### src/sv/assert_macros.svh
// Assertion macros used by the complex arithmetic unit back end.
`ifndef ASSERT_MACROS_SVH
`define ASSERT_MACROS_SVH
`ifndef SYNTHESIS
`define CAU_ASSERT(lbl, prop, msg) \
	lbl: assert property (@(posedge clk) disable iff (!arst_n) prop) else $error(msg);
`define CAU_ASSERT_NEVER(lbl, cond, msg) \
	lbl: assert property (@(posedge clk) disable iff (!arst_n) !(cond)) else $error(msg);
`else
`define CAU_ASSERT(lbl, prop, msg)
`define CAU_ASSERT_NEVER(lbl, cond, msg)
`endif
`endif

### src/sv/cau_pkg.sv
// Types and constants shared by the complex arithmetic unit pipeline.
package cau_pkg;

	typedef enum logic [1:0] {
		KIND_ADD = 2'd0,
		KIND_SUB = 2'd1,
		KIND_MUL = 2'd2,
		KIND_DIV = 2'd3
	} kind_t;

	localparam int QUO_W      = 32;
	localparam int DIV_STEPS  = 2;
	localparam int DIV_STAGES = QUO_W / DIV_STEPS;

	localparam logic [31:0] POS_LIMIT = 32'h7FFF_FFFF;
	localparam logic [31:0] NEG_LIMIT = 32'h8000_0000;

	typedef struct packed {
		kind_t        kind;
		logic         neg_re;
		logic         neg_im;
		logic [63:0]  mag_re;
		logic [63:0]  mag_im;
		logic [63:0]  den;
		logic         dz;
		logic         dov_re;
		logic         dov_im;
		logic [64:0]  rem_re;
		logic [64:0]  rem_im;
		logic [31:0]  dlo_re;
		logic [31:0]  dlo_im;
		logic [31:0]  q_re;
		logic [31:0]  q_im;
	} pipe_t;

endpackage

### src/sv/cau_div_stage.sv
// One restoring divider stage: DIV_STEPS (two) quotient bits for both components.
module cau_div_stage (
	input  logic            clk,
	input  logic            arst_n,
	input  logic            adv,
	input  logic            valid_i,
	input  cau_pkg::pipe_t  stage_i,
	output logic            valid_o,
	output cau_pkg::pipe_t  stage_o
);

	logic            valid_s1;
	cau_pkg::pipe_t  pipe_s1;
	cau_pkg::pipe_t  nxt;

	always_comb begin
		logic [64:0] t_re;
		logic [64:0] t_im;
		logic        ge_re;
		logic        ge_im;
		nxt = stage_i;
		for (int i = 0; i < cau_pkg::DIV_STEPS; i++) begin
			t_re  = {nxt.rem_re[63:0], nxt.dlo_re[31]};
			t_im  = {nxt.rem_im[63:0], nxt.dlo_im[31]};
			ge_re = t_re >= {1'b0, nxt.den};
			ge_im = t_im >= {1'b0, nxt.den};
			nxt.rem_re = ge_re ? t_re - {1'b0, nxt.den} : t_re;
			nxt.rem_im = ge_im ? t_im - {1'b0, nxt.den} : t_im;
			nxt.q_re   = {nxt.q_re[30:0], ge_re};
			nxt.q_im   = {nxt.q_im[30:0], ge_im};
			nxt.dlo_re = {nxt.dlo_re[30:0], 1'b0};
			nxt.dlo_im = {nxt.dlo_im[30:0], 1'b0};
		end
	end

	always_ff @(posedge clk or negedge arst_n) begin
		if (!arst_n) begin
			valid_s1 <= 1'b0;
		end else if (adv) begin
			valid_s1 <= valid_i;
		end
	end

	always_ff @(posedge clk) begin
		if (adv) begin
			pipe_s1 <= nxt;
		end
	end

	assign valid_o = valid_s1;
	assign stage_o = pipe_s1;

endmodule

### config.mk
export PLATFORM = sky130hd
export DESIGN_NAME = cau_div_stage
export DESIGN_NICKNAME = d
export VERILOG_FILES = /design/src/sv/assert_macros.svh /design/src/sv/cau_pkg.sv /design/src/sv/cau_div_stage.sv
export SDC_FILE = /design/constraint.sdc
export NUM_CORES = 1
export LEC_CHECK = 0
export BUFFER_PORTS_ARGS = -buffer_cell sky130_fd_sc_hd__buf_2
export CELL_PAD_IN_SITES_DETAIL_PLACEMENT = 2
export CELL_PAD_IN_SITES_GLOBAL_PLACEMENT = 2
export CORE_AREA = 10 10 346 348
export CTS_CLUSTER_DIAMETER = 100
export DETAILED_ROUTE_END_ITERATION = 10
export DIE_AREA = 0 0 356 358
export HOLD_SLACK_MARGIN = 0.15
export PLACE_DENSITY = 0.73
export SYNTH_ARGS = -nofsm -noshare
export SYNTH_HDL_FRONTEND = slang
export SYNTH_SLANG_ARGS = --single-unit
### constraint.sdc
create_clock -name clk -period 1 [get_ports clk]
set_clock_uncertainty 0.15 [all_clocks]
set_input_delay 0.1 -clock clk [delete_from_list [all_inputs] [get_ports clk]]
set_output_delay 0.1 -clock clk [all_outputs]
set_load 0.005 [all_outputs]
==> key figures, run 1 <==
Outcome
  • Status: did not finish
  • Failed at: global routing (5_1_grt)
  • Error msg: [ERROR GRT-0232] Routing congestion too high. Check the congestion heatmap in the GUI.

Placed design
  • Setup Slack @ Placement: -6.30 ns
  • Port Buffers: 908
  • Dpl cell area: 49800 µm²
  • Placer congestion estimate: 0.948
  • DPL Wire Length: approximately 190 mm

Yosys
  • Library cells used by synthesis: 98
  • Syn avg cell area: 9.94 µm²
  • Largest area contributor in the netlist: edfxtp_1
  • Post-Syn Instances: 3294
  • Synth top cells by count: edfxtp_1 (453), a21oi_1 (324), ha_1 (256)
  • Synth top area cells: edfxtp_1 (42%), ha_1 (9.8%), a21oi_1 (5.0%), a21o_1 (3.8%), xnor2_1 (3.6%)
  • Synth top area share: 41.5%
  • Yosys warns: 0
  • Count leader, synth: edfxtp_1
  • Sequential fraction of the synthesis area: 41.6%
  • Ys async rst share: 0.220%
  • Post-synthesis register bit count: 454
  • Number of synthesized flops with an enable pin: 453
  • Post-Syn Area: 32800 µm²
  • Most used DFF post-synth: edfxtp_1

Clocking
  • Root Driver: clkbuf_16
  • CTS sink cnt: 454
  • CTS buffer count: 57
  • H-tree levels: 2
  • Deepest clock path buffer count: 3

Floorplanning
  • Die Y: 358 µm
  • Initial Util: 29.2%
  • Cell Rows: 123
  • Ports: 919
  • Die Width: 356 µm

Global routing
  • GRT Total Usage: about 75%
  • Initial antenna violation count: 65
  • Largest net degree at the start of global routing: 33
  • Congestion Overflow GR: slightly below 100

STA
  • Worst-path end type: register input
  • GRT worst endpoint: stage_o[137]$_DFFE_PP_/D
==> per-layer routing <==
metal	overflow	track usage, %
met2	45	92.0
met1	1	71.0
met4	39	80.5
met5	2	30.4
met3	10	61.6
==> through the flow <==
stage | TNS [ns] | utilization, % | std cells
after floorplan | -624.79 | - | 3297
after global placement | -831.69 | 44.3 | 6944
after detailed placement | -871.93 | 44.3 | 6944
after CTS | -874.31 | 50.9 | 7495
==> what timing repair did <==
item | 4_1_cts
hold buffers | 407
endpoints found under the setup margin | 588
cloned | 4
pin swaps | 56
resized for setup | 215
setup buffers | 42
hold endpoints to repair | 890
==> cells by family after synthesis <==
group | count (synthesis) | share of synthesized area, %
fa+ha+maj | 260 | 10.0
mux | 131 | 5.08
buf+inv | 304 | 3.83
xor+xnor | 215 | 5.75
simple gates | 885 | 13.1
compound gates | 1044 | 20.6
flops | 454 | 41.6
other cells | 1 | 0.0114
==> inputs of run 2 (changes only) <==
==> config.mk (replaced) <==
export PLATFORM = sky130hd
export DESIGN_NAME = cau_div_stage
export DESIGN_NICKNAME = d
export VERILOG_FILES = /design/src/sv/assert_macros.svh /design/src/sv/cau_pkg.sv /design/src/sv/cau_div_stage.sv
export SDC_FILE = /design/constraint.sdc
export NUM_CORES = 1
export LEC_CHECK = 0
export BUFFER_PORTS_ARGS = -buffer_cell sky130_fd_sc_hd__buf_2
export CORE_AREA = 10 10 353 355
export DETAILED_ROUTE_END_ITERATION = 10
export DIE_AREA = 0 0 363 365
export PLACE_DENSITY_LB_ADDON = 0.15
export SYNTH_ARGS = -nofsm -noshare
export SYNTH_HDL_FRONTEND = slang
export SYNTH_SLANG_ARGS = --single-unit
==> run 2 against run 1 <==
The flow now finishes, with violations (negative hold slack, negative setup slack). Area after synthesis is the same. Synthesized cell count is the same.
==> key figures, run 2 <==
Outcome
  • Status: finished, violations left
  • Failing checks: negative hold slack, negative setup slack

Setup path
  • CP endpoint kind: register
  • R2R Setup Slk: 0.11 ns
  • WP data required: 1.24 ns
  • CP Max Fanout: 10
  • Slowest stage delay, CP: 0.59 ns
  • CP Data Arrival Time: 6.06 ns
  • Slowest-stage cell, CP: or4b_4
  • Crit path kind: in -> reg
  • Reg2Reg Depth: 1
  • Crit start category: input port

Clocking
  • CTS buffer count: 52 (-8.8%)
  • H-tree levels: 2 (unchanged)
  • CTS sink cnt: 454 (unchanged)
  • Deepest clock path buffer count: 3 (unchanged)
  • Root Driver: clkbuf_16
  • Clock latency on the worst-skew pair: 0.67 ns
  • TritonCTS clock tree: yes
  • Cts hold-fix bufs: 340 (-16%)
  • Worst-path clk slew: around 0.060 ns

Yosys
  • Library cells used by synthesis: 98 (unchanged)
  • Most used DFF post-synth: edfxtp_1
  • Largest area contributor in the netlist: edfxtp_1
  • Synth top area share: 41.5% (unchanged)
  • Syn avg cell area: 9.94 µm² (unchanged)
  • Synth top cells by count: edfxtp_1 (453), a21oi_1 (324), ha_1 (256)
  • Yosys warns: 0 (unchanged)
  • Count leader, synth: edfxtp_1
  • Post-Syn Instances: 3294 (unchanged)
  • Sequential fraction of the synthesis area: 41.6% (unchanged)
  • Ys async rst share: 0.220% (unchanged)
  • Post-Syn Area: 32800 µm² (unchanged)
  • Synth top area cells: edfxtp_1 (42%), ha_1 (9.8%), a21oi_1 (5.0%), a21o_1 (3.8%), xnor2_1 (3.6%)
  • Post-synthesis register bit count: 454 (unchanged)
  • Number of synthesized flops with an enable pin: 453 (unchanged)

Detailed routing
  • Drt via density: approximately 4.9
  • Via Count: 36793
  • Routed wire length per instance: 24.1 µm
  • DRT Wirelength: 182 mm
  • TritonRoute pass-1 iters: 5
  • Routed Antenna Nets: 0
  • DRC violations left: 0
  • DRT iter0 DRCs: 2429

STA
  • Period utilization: 582%
  • Number of hold violations in the final report: 31
  • Setup violations, final: approximately 1100
  • Clock period minus worst slack: 5.82 ns
  • Slew @ Worst Pin: 0.627 ns
  • RSZ-0062 raised after global routing: true
  • Final Max Tran Viols: 0
  • Setup ws final: -4.82 ns
  • Worst Hold Slack: -0.143 ns
  • Relative slew slack: 57.7%
  • Max Clock Freq: 172 MHz
  • Setup TNS: -985.42 ns

Worst hold path
  • Hold Path Depth: 5
  • HP Class: in -> reg

Placed design
  • Dpl cell area: 50200 µm² (+0.70%)
  • Placer congestion estimate: 0.948 (about the same)
  • Port Buffers: 908 (unchanged)
  • Placed insts: 7012 (+0.98%)
  • Setup Slack @ Placement: -5.93 ns (+0.369 ns)
  • DPL Wire Length: 151 mm (-21%)

Floorplanning
  • Die footprint: 132000 µm²
  • Ports: 919 (unchanged)
  • Die Width: 363 µm (+2.0%)
  • Core area: 117000 µm²
  • Initial Util: 27.9% (-1.3 points)
  • Die Y: 365 µm (+2.0%)
  • Cell Rows: 126 (+2.4%)

Pwr
  • Maximum VDD drop: 0.00134 V
  • Leakage power: roughly 27 nW
  • Sw Share: about 35%
  • Power Total: between 90 and 100 mW
  • Logic pwr share: 53.0%
  • Switching pwr: 34.5 mW
  • Clock power share: roughly 20%
  • Cell area power density: 1690 nW/µm²
  • Internal power: roughly 63 mW
  • Sequential Power Share: approximately 27%

Cells and area
  • Area grow syn2layout: 76.6%
  • Most frequent cells in the layout: buf_4 (1444), buf_2 (897), edfxtp_1 (453)
  • Final net count: 6677
  • Final core occ: between 40% and 50%
  • Commonest non-fill, non-tap cell in the layout: buf_4
  • Non-filler instance count after layout: 7543
  • Layout cell share with drive strength beyond 1: 48.7%
  • Largest register FFs: 453
  • Final instance area: 57800 µm²

Global routing
  • GRT Total Usage: between 20% and 30%
  • Initial antenna violation count: 22
  • Largest net degree at the start of global routing: 41
  • Congestion Overflow GR: 0
  • Vias in the first global route: 37345
  • First-pass GRT wire length: 255 mm

Run
  • Total of max-cap violations: 0
run 2: cell counts after synthesis:
No cell type changed its count.
run 2: cells by family after synthesis:
logic type,count (synthesis),synth area share (%)
AO/OA/AOI/OAI,1044,20.6
AND/OR/NAND/NOR,885,13.1
flip-flops,454,41.6
buffers and inverters,304,3.83
adder cells (fa/ha/maj),260,10.0
XOR/XNOR,215,5.75
multiplexers,131,5.08
other,1,0.0114
run 2: power by group through the flow:
stage	registers (mW)	logic [mW]	clock network (mW)
final	26.2	51.7	19.6
after detailed placement	26.5	46.2	0
after floorplan	26.5	22.0	0
after CTS	26.3	50.0	20.1
after global routing	26.5	55.4	20.9
after global placement	26.6	46.3	0
run 2: final timing paths:
path                                   start            to
worst min register to register       valid_o       valid_o
worst max-delay path            stage_i[268]  stage_o[130]
max in group asynchronous             arst_n       valid_o
worst min-delay path            stage_i[248]  stage_o[250]
worst max register to register       valid_o       valid_o
min in group asynchronous             arst_n       valid_o
run 2: area by class of cell:
type                       instances  area (µm²)
clock inverter                    26         295
tap                             1536        1920
timing repair inverter             1        7.51
antenna                           11        27.5
multi-input combinational       2539       19700
fill                           11167       59600
inverter                         149         612
timing repair buffer            2759       20200
clock buffer                      68        1400
sequential                       454       13600
run 2: routing by layer:
layer / GRT usage (%) / up-vias / share of wire (%)
li1: - / 17755 / -
met3: 3.65 / 270 / 5.6
met1: 32.3 / 17601 / 41
met5: 0 / - / 0.056
met4: 10.6 / 16 / 4.9
met2: 44.7 / 1151 / 48
run 2: worst max-delay path: cells and delay by family:
family | cells | cell delay, ns
fa+ha+maj | 2 | 0.56
simple gates | 6 | 1.44
buf+inv | 9 | 1.50
compound gates | 11 | 2.11
mux | 1 | 0.31
run 2: what timing repair did:
action / 4_1_cts / 5_1_grt
buffers inserted: 41 / 32
gates cloned: 11 / 5
pin swaps: 60 / 90
gates resized for setup: 186 / 165
setup endpoints to repair: 588 / 1055
endpoints found under the hold margin: 837 / 39
No activity file was read; power rests on OpenSTA's default activity.
