## src/sv/assert_macros.svh

```systemverilog
// Assertion macros used by the complex arithmetic unit back end.
`ifndef ASSERT_MACROS_SVH
`define ASSERT_MACROS_SVH
`ifndef SYNTHESIS
`define CAU_ASSERT(lbl, prop, msg) \
	lbl: assert property (@(posedge clk) disable iff (!arst_n) prop) else $error(msg);
`define CAU_ASSERT_NEVER(lbl, cond, msg) \
	lbl: assert property (@(posedge clk) disable iff (!arst_n) !(cond)) else $error(msg);
`else
`define CAU_ASSERT(lbl, prop, msg)
`define CAU_ASSERT_NEVER(lbl, cond, msg)
`endif
`endif

```

## src/sv/cau_pkg.sv

```systemverilog
// Types and constants shared by the complex arithmetic unit pipeline.
package cau_pkg;

	typedef enum logic [1:0] {
		KIND_ADD = 2'd0,
		KIND_SUB = 2'd1,
		KIND_MUL = 2'd2,
		KIND_DIV = 2'd3
	} kind_t;

	localparam int QUO_W      = 32;
	localparam int DIV_STEPS  = 2;
	localparam int DIV_STAGES = QUO_W / DIV_STEPS;

	localparam logic [31:0] POS_LIMIT = 32'h7FFF_FFFF;
	localparam logic [31:0] NEG_LIMIT = 32'h8000_0000;

	typedef struct packed {
		kind_t        kind;
		logic         neg_re;
		logic         neg_im;
		logic [63:0]  mag_re;
		logic [63:0]  mag_im;
		logic [63:0]  den;
		logic         dz;
		logic         dov_re;
		logic         dov_im;
		logic [64:0]  rem_re;
		logic [64:0]  rem_im;
		logic [31:0]  dlo_re;
		logic [31:0]  dlo_im;
		logic [31:0]  q_re;
		logic [31:0]  q_im;
	} pipe_t;

endpackage

```

## src/sv/cau_back.sv

```systemverilog
// Back end: result selection, saturation to Q16.16 and the output register.
`include "assert_macros.svh"

module cau_back (
	input  logic                clk,
	input  logic                arst_n,
	input  logic                adv,
	input  logic                valid_i,
	input  cau_pkg::pipe_t      stage_i,
	output logic                res_valid,
	output logic signed [31:0]  res_real,
	output logic signed [31:0]  res_imag,
	output logic                overflow,
	output logic                div_zero
);

	logic         valid_q;
	logic [31:0]  res_real_q, res_imag_q;
	logic         overflow_q, div_zero_q;
	logic [63:0]  fin_re, fin_im;
	logic         neg_re, neg_im;
	logic [32:0]  nar_re, nar_im;

	// Bit 32 of the result flags saturation.
	function automatic logic [32:0] narrow(input logic neg, input logic [63:0] mag);
		logic [31:0] low;
		low = mag[31:0];
		if (!neg) begin
			if (mag > 64'(cau_pkg::POS_LIMIT)) begin
				narrow = {1'b1, cau_pkg::POS_LIMIT};
			end else begin
				narrow = {1'b0, low};
			end
		end else if (mag > 64'(cau_pkg::NEG_LIMIT)) begin
			narrow = {1'b1, cau_pkg::NEG_LIMIT};
		end else begin
			narrow = {1'b0, ~low + 32'd1};
		end
	endfunction

	always_comb begin
		neg_re = stage_i.neg_re;
		neg_im = stage_i.neg_im;
		if (stage_i.kind == cau_pkg::KIND_DIV) begin
			if (stage_i.dz) begin
				fin_re = '0;
				fin_im = '0;
				neg_re = 1'b0;
				neg_im = 1'b0;
			end else begin
				fin_re = stage_i.dov_re ? 64'h1_0000_0000 : {32'd0, stage_i.q_re};
				fin_im = stage_i.dov_im ? 64'h1_0000_0000 : {32'd0, stage_i.q_im};
			end
		end else begin
			fin_re = stage_i.mag_re;
			fin_im = stage_i.mag_im;
		end
		nar_re = narrow(neg_re, fin_re);
		nar_im = narrow(neg_im, fin_im);
	end

	always_ff @(posedge clk or negedge arst_n) begin
		if (!arst_n) begin
			valid_q <= 1'b0;
		end else if (adv) begin
			valid_q <= valid_i;
		end
	end

	always_ff @(posedge clk) begin
		if (adv) begin
			res_real_q <= nar_re[31:0];
			res_imag_q <= nar_im[31:0];
			overflow_q <= nar_re[32] | nar_im[32];
			div_zero_q <= stage_i.dz;
		end
	end

	assign res_valid = valid_q;
	assign res_real  = res_real_q;
	assign res_imag  = res_imag_q;
	assign overflow  = overflow_q;
	assign div_zero  = div_zero_q;

	`CAU_ASSERT(a_dz_zero, valid_q && div_zero_q |-> res_real_q == '0 && res_imag_q == '0, "divide by zero beat has a nonzero result")
	`CAU_ASSERT_NEVER(a_dz_no_ovf, valid_q && div_zero_q && overflow_q, "divide by zero beat also flags overflow")
	`CAU_ASSERT(a_ovf_sat, valid_q && overflow_q |-> (res_real_q == cau_pkg::POS_LIMIT || res_real_q == cau_pkg::NEG_LIMIT || res_imag_q == cau_pkg::POS_LIMIT || res_imag_q == cau_pkg::NEG_LIMIT), "overflow beat without a saturated component")

endmodule

```

## config.mk

```make
export PLATFORM = sky130hd
export DESIGN_NAME = cau_back
export DESIGN_NICKNAME = d
export VERILOG_FILES = /design/src/sv/cau_pkg.sv /design/src/sv/cau_back.sv
export VERILOG_INCLUDE_DIRS = /design/src /design/src/sv
export SDC_FILE = /design/constraint.sdc
export NUM_CORES = 1
export LEC_CHECK = 0
export BUFFER_PORTS_ARGS = -buffer_cell sky130_fd_sc_hd__clkbuf_2
export CELL_PAD_IN_SITES_DETAIL_PLACEMENT = 0
export CELL_PAD_IN_SITES_GLOBAL_PLACEMENT = 2
export CORE_AREA = 2 2 206 208
export DETAILED_ROUTE_END_ITERATION = 16
export DIE_AREA = 0 0 208 210
export PLACE_DENSITY_LB_ADDON = 0.1
export SYNTH_ARGS = -nofsm -noshare
export SYNTH_HDL_FRONTEND = slang
export SYNTH_SLANG_ARGS = --single-unit
```

## constraint.sdc

```tcl
create_clock -name clk -period 1.3 [get_ports clk]
set_input_delay 0.065 -clock clk [delete_from_list [all_inputs] [get_ports clk]]
set_output_delay 0.065 -clock clk [all_outputs]
set_load 0.01 [all_outputs]
```

### Word level (Yosys, flattened, before mapping)

Index checks and enable logic that the tools add are counted.

| cells by class | value |
|---|---|
| $mul | 0 |
| shifts and indexed selects | 0 |
| divide/modulo/power cells | 0 |
| bitwise operators | 3 |
| add/sub/neg operators | 2 |
| reduce and logical (&&, ||, !) cells | 0 |
| muxes and demuxes | 16 |
| order comparisons | 4 |
| eq/ne operators | 1 |

Operator list:

| operator | number |
|---|---|
| two-way mux 33 bit | 10 |
| greater-than comparator 64 x 31 -> 1 bit, second input constant | 2 |
| greater-than comparator 64 x 32 -> 1 bit, second input constant | 2 |
| two-way mux 64 bit | 2 |
| adder 32 x 1 -> 32 bit, second input constant | 2 |
| inverter 32 bit | 2 |
| two-way mux 1 bit | 4 |
| == test 2 bit, second input constant | 1 |
| OR 1 bit | 1 |

| word-level totals | value |
|---|---|
| bits in writable memories | 0 |
| memories | 0 |
| ROM bits | 0 |
| logic and storage cells | 31 |
| output and inout bits | 67 |
| input bits | 461 |
| register bits after elaboration | 67 |
| latch bits | 0 |

### Depth between registers and ports, before layout

Gate-level depths: netlist of the first run.

| depth | value |
|---|---|
| depth after elaboration | 8 |
| mapped depth | 16 |
| gate-level depth less buffers | 10 |

### Least setup slack after synthesis of the first run

No wires, ideal clock.

| timing path | value |
|---|---|
| path kind | input -> register |
| start | input stage_i[260] (netlist name) |
| end | register res_imag_q[13], in the netlist res_imag[13], data pin |
| slack | -2215 ps |
| path buffers | 6 |
| library setup time | 266 ps |
| arrival time | 3248 ps |
| data required time | 1034 ps |
| cell stages on the path | 16 |
| cells stage by stage | buf_2 > nor4bb_1 > buf_2 > clkbuf_1 > buf_1 > clkbuf_1 > a22o_1 > inv_1 > ha_1 > o221ai_1 > nor3_2 > nand3_1 > inv_1 > a211oi_2 > clkbuf_1 > nor2_1 |

| between the ends | value |
|---|---|
| word-level cells in the longest chain between the ends | 6 |
| elaborated cells between the ends (all ways) | 11 |
| classes of those cells | add/sub (1); order compare (2); mux (7); bitwise (1) |

Ends and longest elaborated chain:

| what | line | RTL |
|---|---|---|
| from (decl) | cau_back.sv:9 | `input cau_pkg::pipe_t stage_i,` |
| branches (longest 5 deep; another with greater-than comparator 64 x 31 -> 1 bit) | n/a |  |
| two-way mux 33 bit (*) | cau_back.sv:28 | `if (!neg) begin` |
| net nar_im[13] | cau_back.sv:22 | `logic [32:0] nar_re, nar_im;` |
| to (signal assigned) | cau_back.sv:73 | `res_imag_q <= nar_im[31:0];` |
| to (decl) | cau_back.sv:18 | `logic [31:0] res_real_q, res_imag_q;` |

Mark *: on every way through the listed nets, which the timed path passes.
A chain may end at the register's enable or synchronous reset.

### Worst setup path after layout of the first run

| timing path | value |
|---|---|
| start | input stage_i[455] (netlist name) |
| end | register res_real_q[16], in the netlist res_real[16], data pin |

| between the ends | value |
|---|---|
| word-level cells in the longest chain between the ends | 6 |
| elaborated cells between the ends (all ways) | 10 |
| classes of those cells | add/sub (1); order compare (2); eq/ne (1); mux (5); bitwise (1) |

Ends and longest elaborated chain:

| what | line | RTL |
|---|---|---|
| == test 2 bit (*) | cau_back.sv:44 | `if (stage_i.kind == cau_pkg::KIND_DIV) begin` |
| branches (longest 4 deep; another with greater-than comparator 64 x 31 -> 1 bit) | n/a |  |
| two-way mux 33 bit (*) | cau_back.sv:28 |  |
| net nar_re[16] | cau_back.sv:22 |  |
| to (signal assigned) | cau_back.sv:72 | `res_real_q <= nar_re[31:0];` |
| to (decl) | cau_back.sv:18 |  |

Marked as above.

==> impl_metrics.toml, run 1 <==
[run_status]
status = "complete, but fails checks"
violations = "setup timing"

[die]
placementRows = 75
dieArea_sq_um = 43700
pin_count = 528
die_w_microns = 208
fp.dieH_microns = 210
initial_core_util_pct = 13.9
core_area_sq_um = 41500

[route]
wire_per_inst_microns = 20.4
drc_errors = 0
drt-initial-drc-count = 384
first_pass_iters = 5
via_per_inst = 4.43
wl_microns = 36200
ant_nets = 0
vias = 7867

[grt]
antenna_found_initial = 1
grt_pass1_wl_microns = 53100
grt_pass1_vias = 8300
overflow = 0
grt_usage_pct = 16.4
grt_max_degree = 28

[timing]
max-slew-margin-rel_pct = 63.0
fin_setup_tns_ps = -42400
finalHoldViolCount = 0
hold_slack_ps = 26.0
max_slew.worst_pin.slew_ps = 556
max_freq_mhz = 482
setup_viol = 65
rsz0062_at_grt = "yes"
maxSlewViolCount = 0
fin_crit_sh_pct = 160
fin_crit_ps = 2080
layout_setup_ws_ps = -776
fin_skew_ps = 0

[synthesis]
yosysMostFrequentCell = "edfxtp_1"
ys_ff_latch = 67
postSynthAreaPerCell_sq_um = 8.75
yosys_warnings = 0
synth_edf_count = 66
seq_area_frac_synth_pct = 34.9
synth.cell_area_sq_um = 5760
yosysTopAreaCellShare_pct = 34.4
synthTopCellsByArea = "edfxtp_1, a22oi_1, o21ai_0"
synthCells = 658
yosysTopAreaCell = "edfxtp_1"
ys.flop_type = "edfxtp_1"
synth_nets = 1123
synthArstFlopShare_pct = 1.49
ys_top_cells_by_count = "edfxtp_1, nor2_1, o21ai_0"
ys_types = 77

[final_layout]
layout-drive-gt1-share_pct = 64.1
stdcell_area_sq_um = 12000
final_nets = 1695
num-fill-cells = 4509
areaGrowthSynthToFinish_pct = 108
final_cells = 1775

[critical_path]
critPathMaxFanout = 6
path_cells = "clkbuf_16 > and4bb_4 > a22o_1 > or4b_4 > nand4bb_4 > o21a_4 > and2_4 > buf_12 > and4bb_1"
worstSetupPathType = "input pin to register"
max_stage_delay_ps = 540
arrival_ps = 2290
crit_path_start_kind = "input pin"
critical_path.top_delay_family = "simple AND/OR/NAND/NOR gates"
crit_start = "stage_i[455]"
rr_startpoint = "res_valid$_DFFE_PN0P_"
required_ps = 1520
end_kind = "register"
critPathSlowestCell = "or4b_4"
path_buf_inv = 2

[clock_network]
clock_path_buffers = 2
cts-root-buf = "clkbuf_16"
cts_buffers = 9
cts_tree = "done"
worstSkewPairLatency_ps = 350
htree_levels = 3
numClockSinks = 67
clk_pin_slew_ps = 60

[power]
p_per_area_nw_per_um2 = 738
ir_drop_uv = 553
power_mw = 8.82
swShare_pct = 33.1
p_int_mw = 5.90
p_seq_share_pct = 31.2
leakagePower_nw = 5.09
p_comb_share_pct = 39.2
netSwitchingPower_mw = 2.92
p_clk_share_pct = 29.6

[placement]
io_buffers = 269
gp_congestion = 0.804
hpwl_microns = 28800
place_area_sq_um = 10200
dp_cells = 1715

[min_path]
hp-class = "input pin to asynchronous set/reset pin"

[flow_run]
maxCapViolations = 0
[cell families after synthesis]
group	share of synthesized area (%)
XOR/XNOR	0.609
AND/OR/NAND/NOR	24.8
flip-flops	34.9
adder cells (fa/ha/maj)	0.869
AO/OA/AOI/OAI	32.6
multiplexers	1.98
buffers and inverters	4.37
[layout make-up]
cell class / instances / area [sq um] / share of cell area [%]
timing repair buffer: 609 / 4370 / 36.6
antenna: 1 / 2.50 / 0.0209
multi-input combinational: 536 / 4580 / 38.3
clock inverter: 3 / 40.0 / 0.335
inverter: 7 / 28.8 / 0.241
clock buffer: 13 / 250 / 2.09
tap: 539 / 674 / 5.64
sequential: 67 / 2010 / 16.8
[timing repair]
item                                   CTS  global route
endpoints found under the hold margin    2             0
setup endpoints to repair               65            65
cloned                                   6             0
gates resized for setup                152            63
pin swaps                               56            32
hold buffers                             2             0
buffers inserted                        35             5
[worst paths after layout]
path | endpoint | slack, ps | cells after the start
setup / recovery | res_real[16]$_DFFE_PP_ | -780 | 9
hold / removal | res_valid$_DFFE_PN0P_ | 30 | 2
setup reg to reg | res_valid$_DFFE_PN0P_ | 560 | 1
hold reg to reg | res_valid$_DFFE_PN0P_ | 510 | 1
max in group asynchronous | res_valid$_DFFE_PN0P_ | 1190 | 2
min in group clk | div_zero$_DFFE_PP_ | 170 | 3
[cells in the final DEF, fill, tap and decap left out, types with 6 or more instances in the layout]
master,instances
nor3_2,10
a211oi_1,7
nand2_1,42
o21ai_2,7
buf_4,290
buf_6,32
buf_12,13
a211oi_2,28
a21oi_1,13
a22oi_2,7
nor3_1,22
clkbuf_2,261
mux2i_1,8
clkbuf_16,11
nand3_1,21
o21ai_1,10
nor2_4,6
edfxtp_1,66
nor4_4,6
nor2_1,44
o21ai_0,34
nand2_2,6
a22o_1,26
a22oi_1,35
or3_1,6
nor4_1,15
nor3_4,8
nand4_1,8
[metal layers]
metal	routed length, microns	global-route usage, %	vias to the layer above
met5	0	0	-
met4	484	3.45	0
met3	2200	2.99	24
met2	17500	28.5	320
met1	16100	21.3	3700
li1	-	-	3823
[sequential cells by signal, indices dropped and copies added (netlist names)]
name and count:
div_zero 1, overflow 1, res_imag 32, res_valid 1, res_real 32
[stage by stage]
stage / utilization, % / setup WS, ps
after floorplan: - / -1370
after global placement: 24.5 / -1460
after detailed placement: 24.5 / -1440
after CTS: 28.0 / -779
after global routing: 28.8 / -827
final: 28.8 / -776
[power groups by stage]
stage          Sequential, mW  Combinational [mW]  Clock [mW]
6_report                 2.75                3.46        2.61
5_1_grt                  2.77                3.73        2.80
4_1_cts                  2.77                3.37        2.74
3_5_place_dp             2.81                2.95           0
3_3_place_gp             2.81                2.97           0
2_1_floorplan            2.88                1.06           0
No activity file was read; power rests on OpenSTA's default activity.
==> inputs of run 2 (changes only) <==
- PLACE_DENSITY: not set -> 0.63
- PLACE_DENSITY_LB_ADDON: 0.1 -> not set
==> run 2 against run 1 <==
Compared with the run above:
- global-route usage decreased by 0.51 points
- the run still ends with setup timing left
- cell count fell by 0.56%
- power barely moved
- clock power grew 5%
- final area down 3.0%
- largest power group unchanged
- combinational power down 4%
- utilization shrank 0.85 points
- first-iteration DRC count increased by 40%
- worst hold slack better by 15 ps
- wire length decreased by 1.3%
- non-clock buffer count fell by 15
- critical path type unchanged
==> impl_metrics.toml, run 2 (synthesis results as in run 1) <==
[run_status]
status = "complete, but fails checks"
violations = "setup timing"

[grt]
grt_pass1_vias = 7954
antenna_found_initial = 6
overflow = 0
grt_usage_pct = 15.9
grt_pass1_wl_microns = 51500
grt_max_degree = 31

[timing]
fin_crit_sh_pct = 178
max_freq_mhz = 432
fin_skew_ps = 0
max-slew-margin-rel_pct = 62.2
setup_viol = 65
max_slew.worst_pin.slew_ps = 567
fin_crit_ps = 2320
rsz0062_at_grt = "yes"
fin_setup_tns_ps = -56390
finalHoldViolCount = 0
maxSlewViolCount = 0
layout_setup_ws_ps = -1020

[critical_path]
critPathMaxFanout = 6
end_kind = "register"
endpoint = "res_imag[15]$_DFFE_PP_"
regToRegSetupSlack_ps = 560
r2r_end = "res_valid$_DFFE_PN0P_"
worstSetupPathType = "input pin to register"
reg2reg_depth = 1
crit_start = "stage_i[455]"
required_ps = 1480
arrival_ps = 2500
rr_startpoint = "res_valid$_DFFE_PN0P_"
crit_path_start_kind = "input pin"

[die]
core_area_sq_um = 41500
dieArea_sq_um = 43700
die_w_microns = 208
fp.dieH_microns = 210
pin_count = 528
placementRows = 75
initial_core_util_pct = 13.9

[clock_network]
htree_levels = 3
cts-root-buf = "clkbuf_16"
cts_buffers = 9
clk_pin_slew_ps = 60
numClockSinks = 67
cts_tree = "done"
worstSkewPairLatency_ps = 350
clock_path_buffers = 2

[route]
wl_microns = 35800
via_per_inst = 4.56
drt-initial-drc-count = 536
ant_nets = 0
first_pass_iters = 5
drc_errors = 0
wire_per_inst_microns = 20.3
vias = 8056

[flow_run]
maxCapViolations = 0

[final_layout]
regArea_sq_um = 2010
layout_common_cells = "buf_4, clkbuf_2, edfxtp_1, nor2_1, nand2_1"
post-route-util_pct = 28.0
layout-drive-gt1-share_pct = 61.3
stdcell_area_sq_um = 11600
areaGrowthSynthToFinish_pct = 101
multi_input_area_sq_um = 4350
final_nets = 1681
final_common_cell = "buf_4"
num-fill-cells = 4469

[placement]
dp_slack_ps = -1560
place_area_sq_um = 9980
gp_congestion = 0.864
io_buffers = 269
hpwl_microns = 28800

[min_path]
hp-class = "input pin to asynchronous set/reset pin"

[power]
power_mw = 8.82
ir_drop_uv = 603
p_per_area_nw_per_um2 = 760
leakagePower_nw = 4.97
==> run 2: area by class of cell <==
type / instances / share of cell area (%)
antenna: 5 / 0.108
tap: 539 / 5.82
clock buffer: 11 / 2.01
multi-input combinational: 537 / 37.5
sequential: 67 / 17.3
inverter: 7 / 0.270
timing repair buffer: 594 / 36.4
clock inverter: 5 / 0.669
==> run 2: worst min path at each step <==
stage               startpoint                    end  slack, ps  cells after the start
floorplan               arst_n  res_valid$_DFFE_PN0P_       -230                      0
global placement        arst_n  res_valid$_DFFE_PN0P_       -160                      1
detailed placement      arst_n  res_valid$_DFFE_PN0P_       -160                      1
CTS                     arst_n  res_valid$_DFFE_PN0P_          2                      2
global route            arst_n  res_valid$_DFFE_PN0P_         40                      2
finish                  arst_n  res_valid$_DFFE_PN0P_         40                      2
==> run 2: metrics by stage <==
step                      std cells  hold slack [ps]
after floorplan                 658             -231
after global placement         1688             -159
after detailed placement       1688             -158
after CTS                      1741             2.48
after global routing           1760             42.6
final                          1765             41.3
==> run 2: worst max-delay path: stages <==
cell and delay (ps):
clkbuf_16 140, buf_12 120, buf_8 120, nor4bb_4 140, buf_4 150, a22o_4 220, inv_2 60, ha_4 130
o221ai_4 110, nor3_4 250, nand3_2 160, buf_6 160, inv_6 60, a211oi_4 60, buf_6 160, buf_8 140
a311oi_2 230
==> run 2: report_power, final <==
| part | internal, mW | leakage, nW | switching, mW |
|---|---|---|---|
| sequential | 2.66 | 0.658 | 0.117 |
| clock | 1.68 | 0.151 | 1.05 |
| combinational | 1.63 | 4.16 | 1.68 |
| total | 5.97 | 4.97 | 2.85 |
==> run 2: layer usage <==
layer,wire [microns],up-vias,track usage [%]
li1,-,3795,-
met1,17500,3896,23.5
met2,15000,342,23.0
met3,2910,19,4.35
met4,316,4,3.23
met5,27,-,0
==> run 2: repair_timing <==
action	CTS	global route
pin swaps	30	49
resized for setup	95	79
hold endpoints to repair	2	0
hold buffers	2	0
gates cloned	3	0
setup buffers	32	22
setup endpoints to repair	65	65
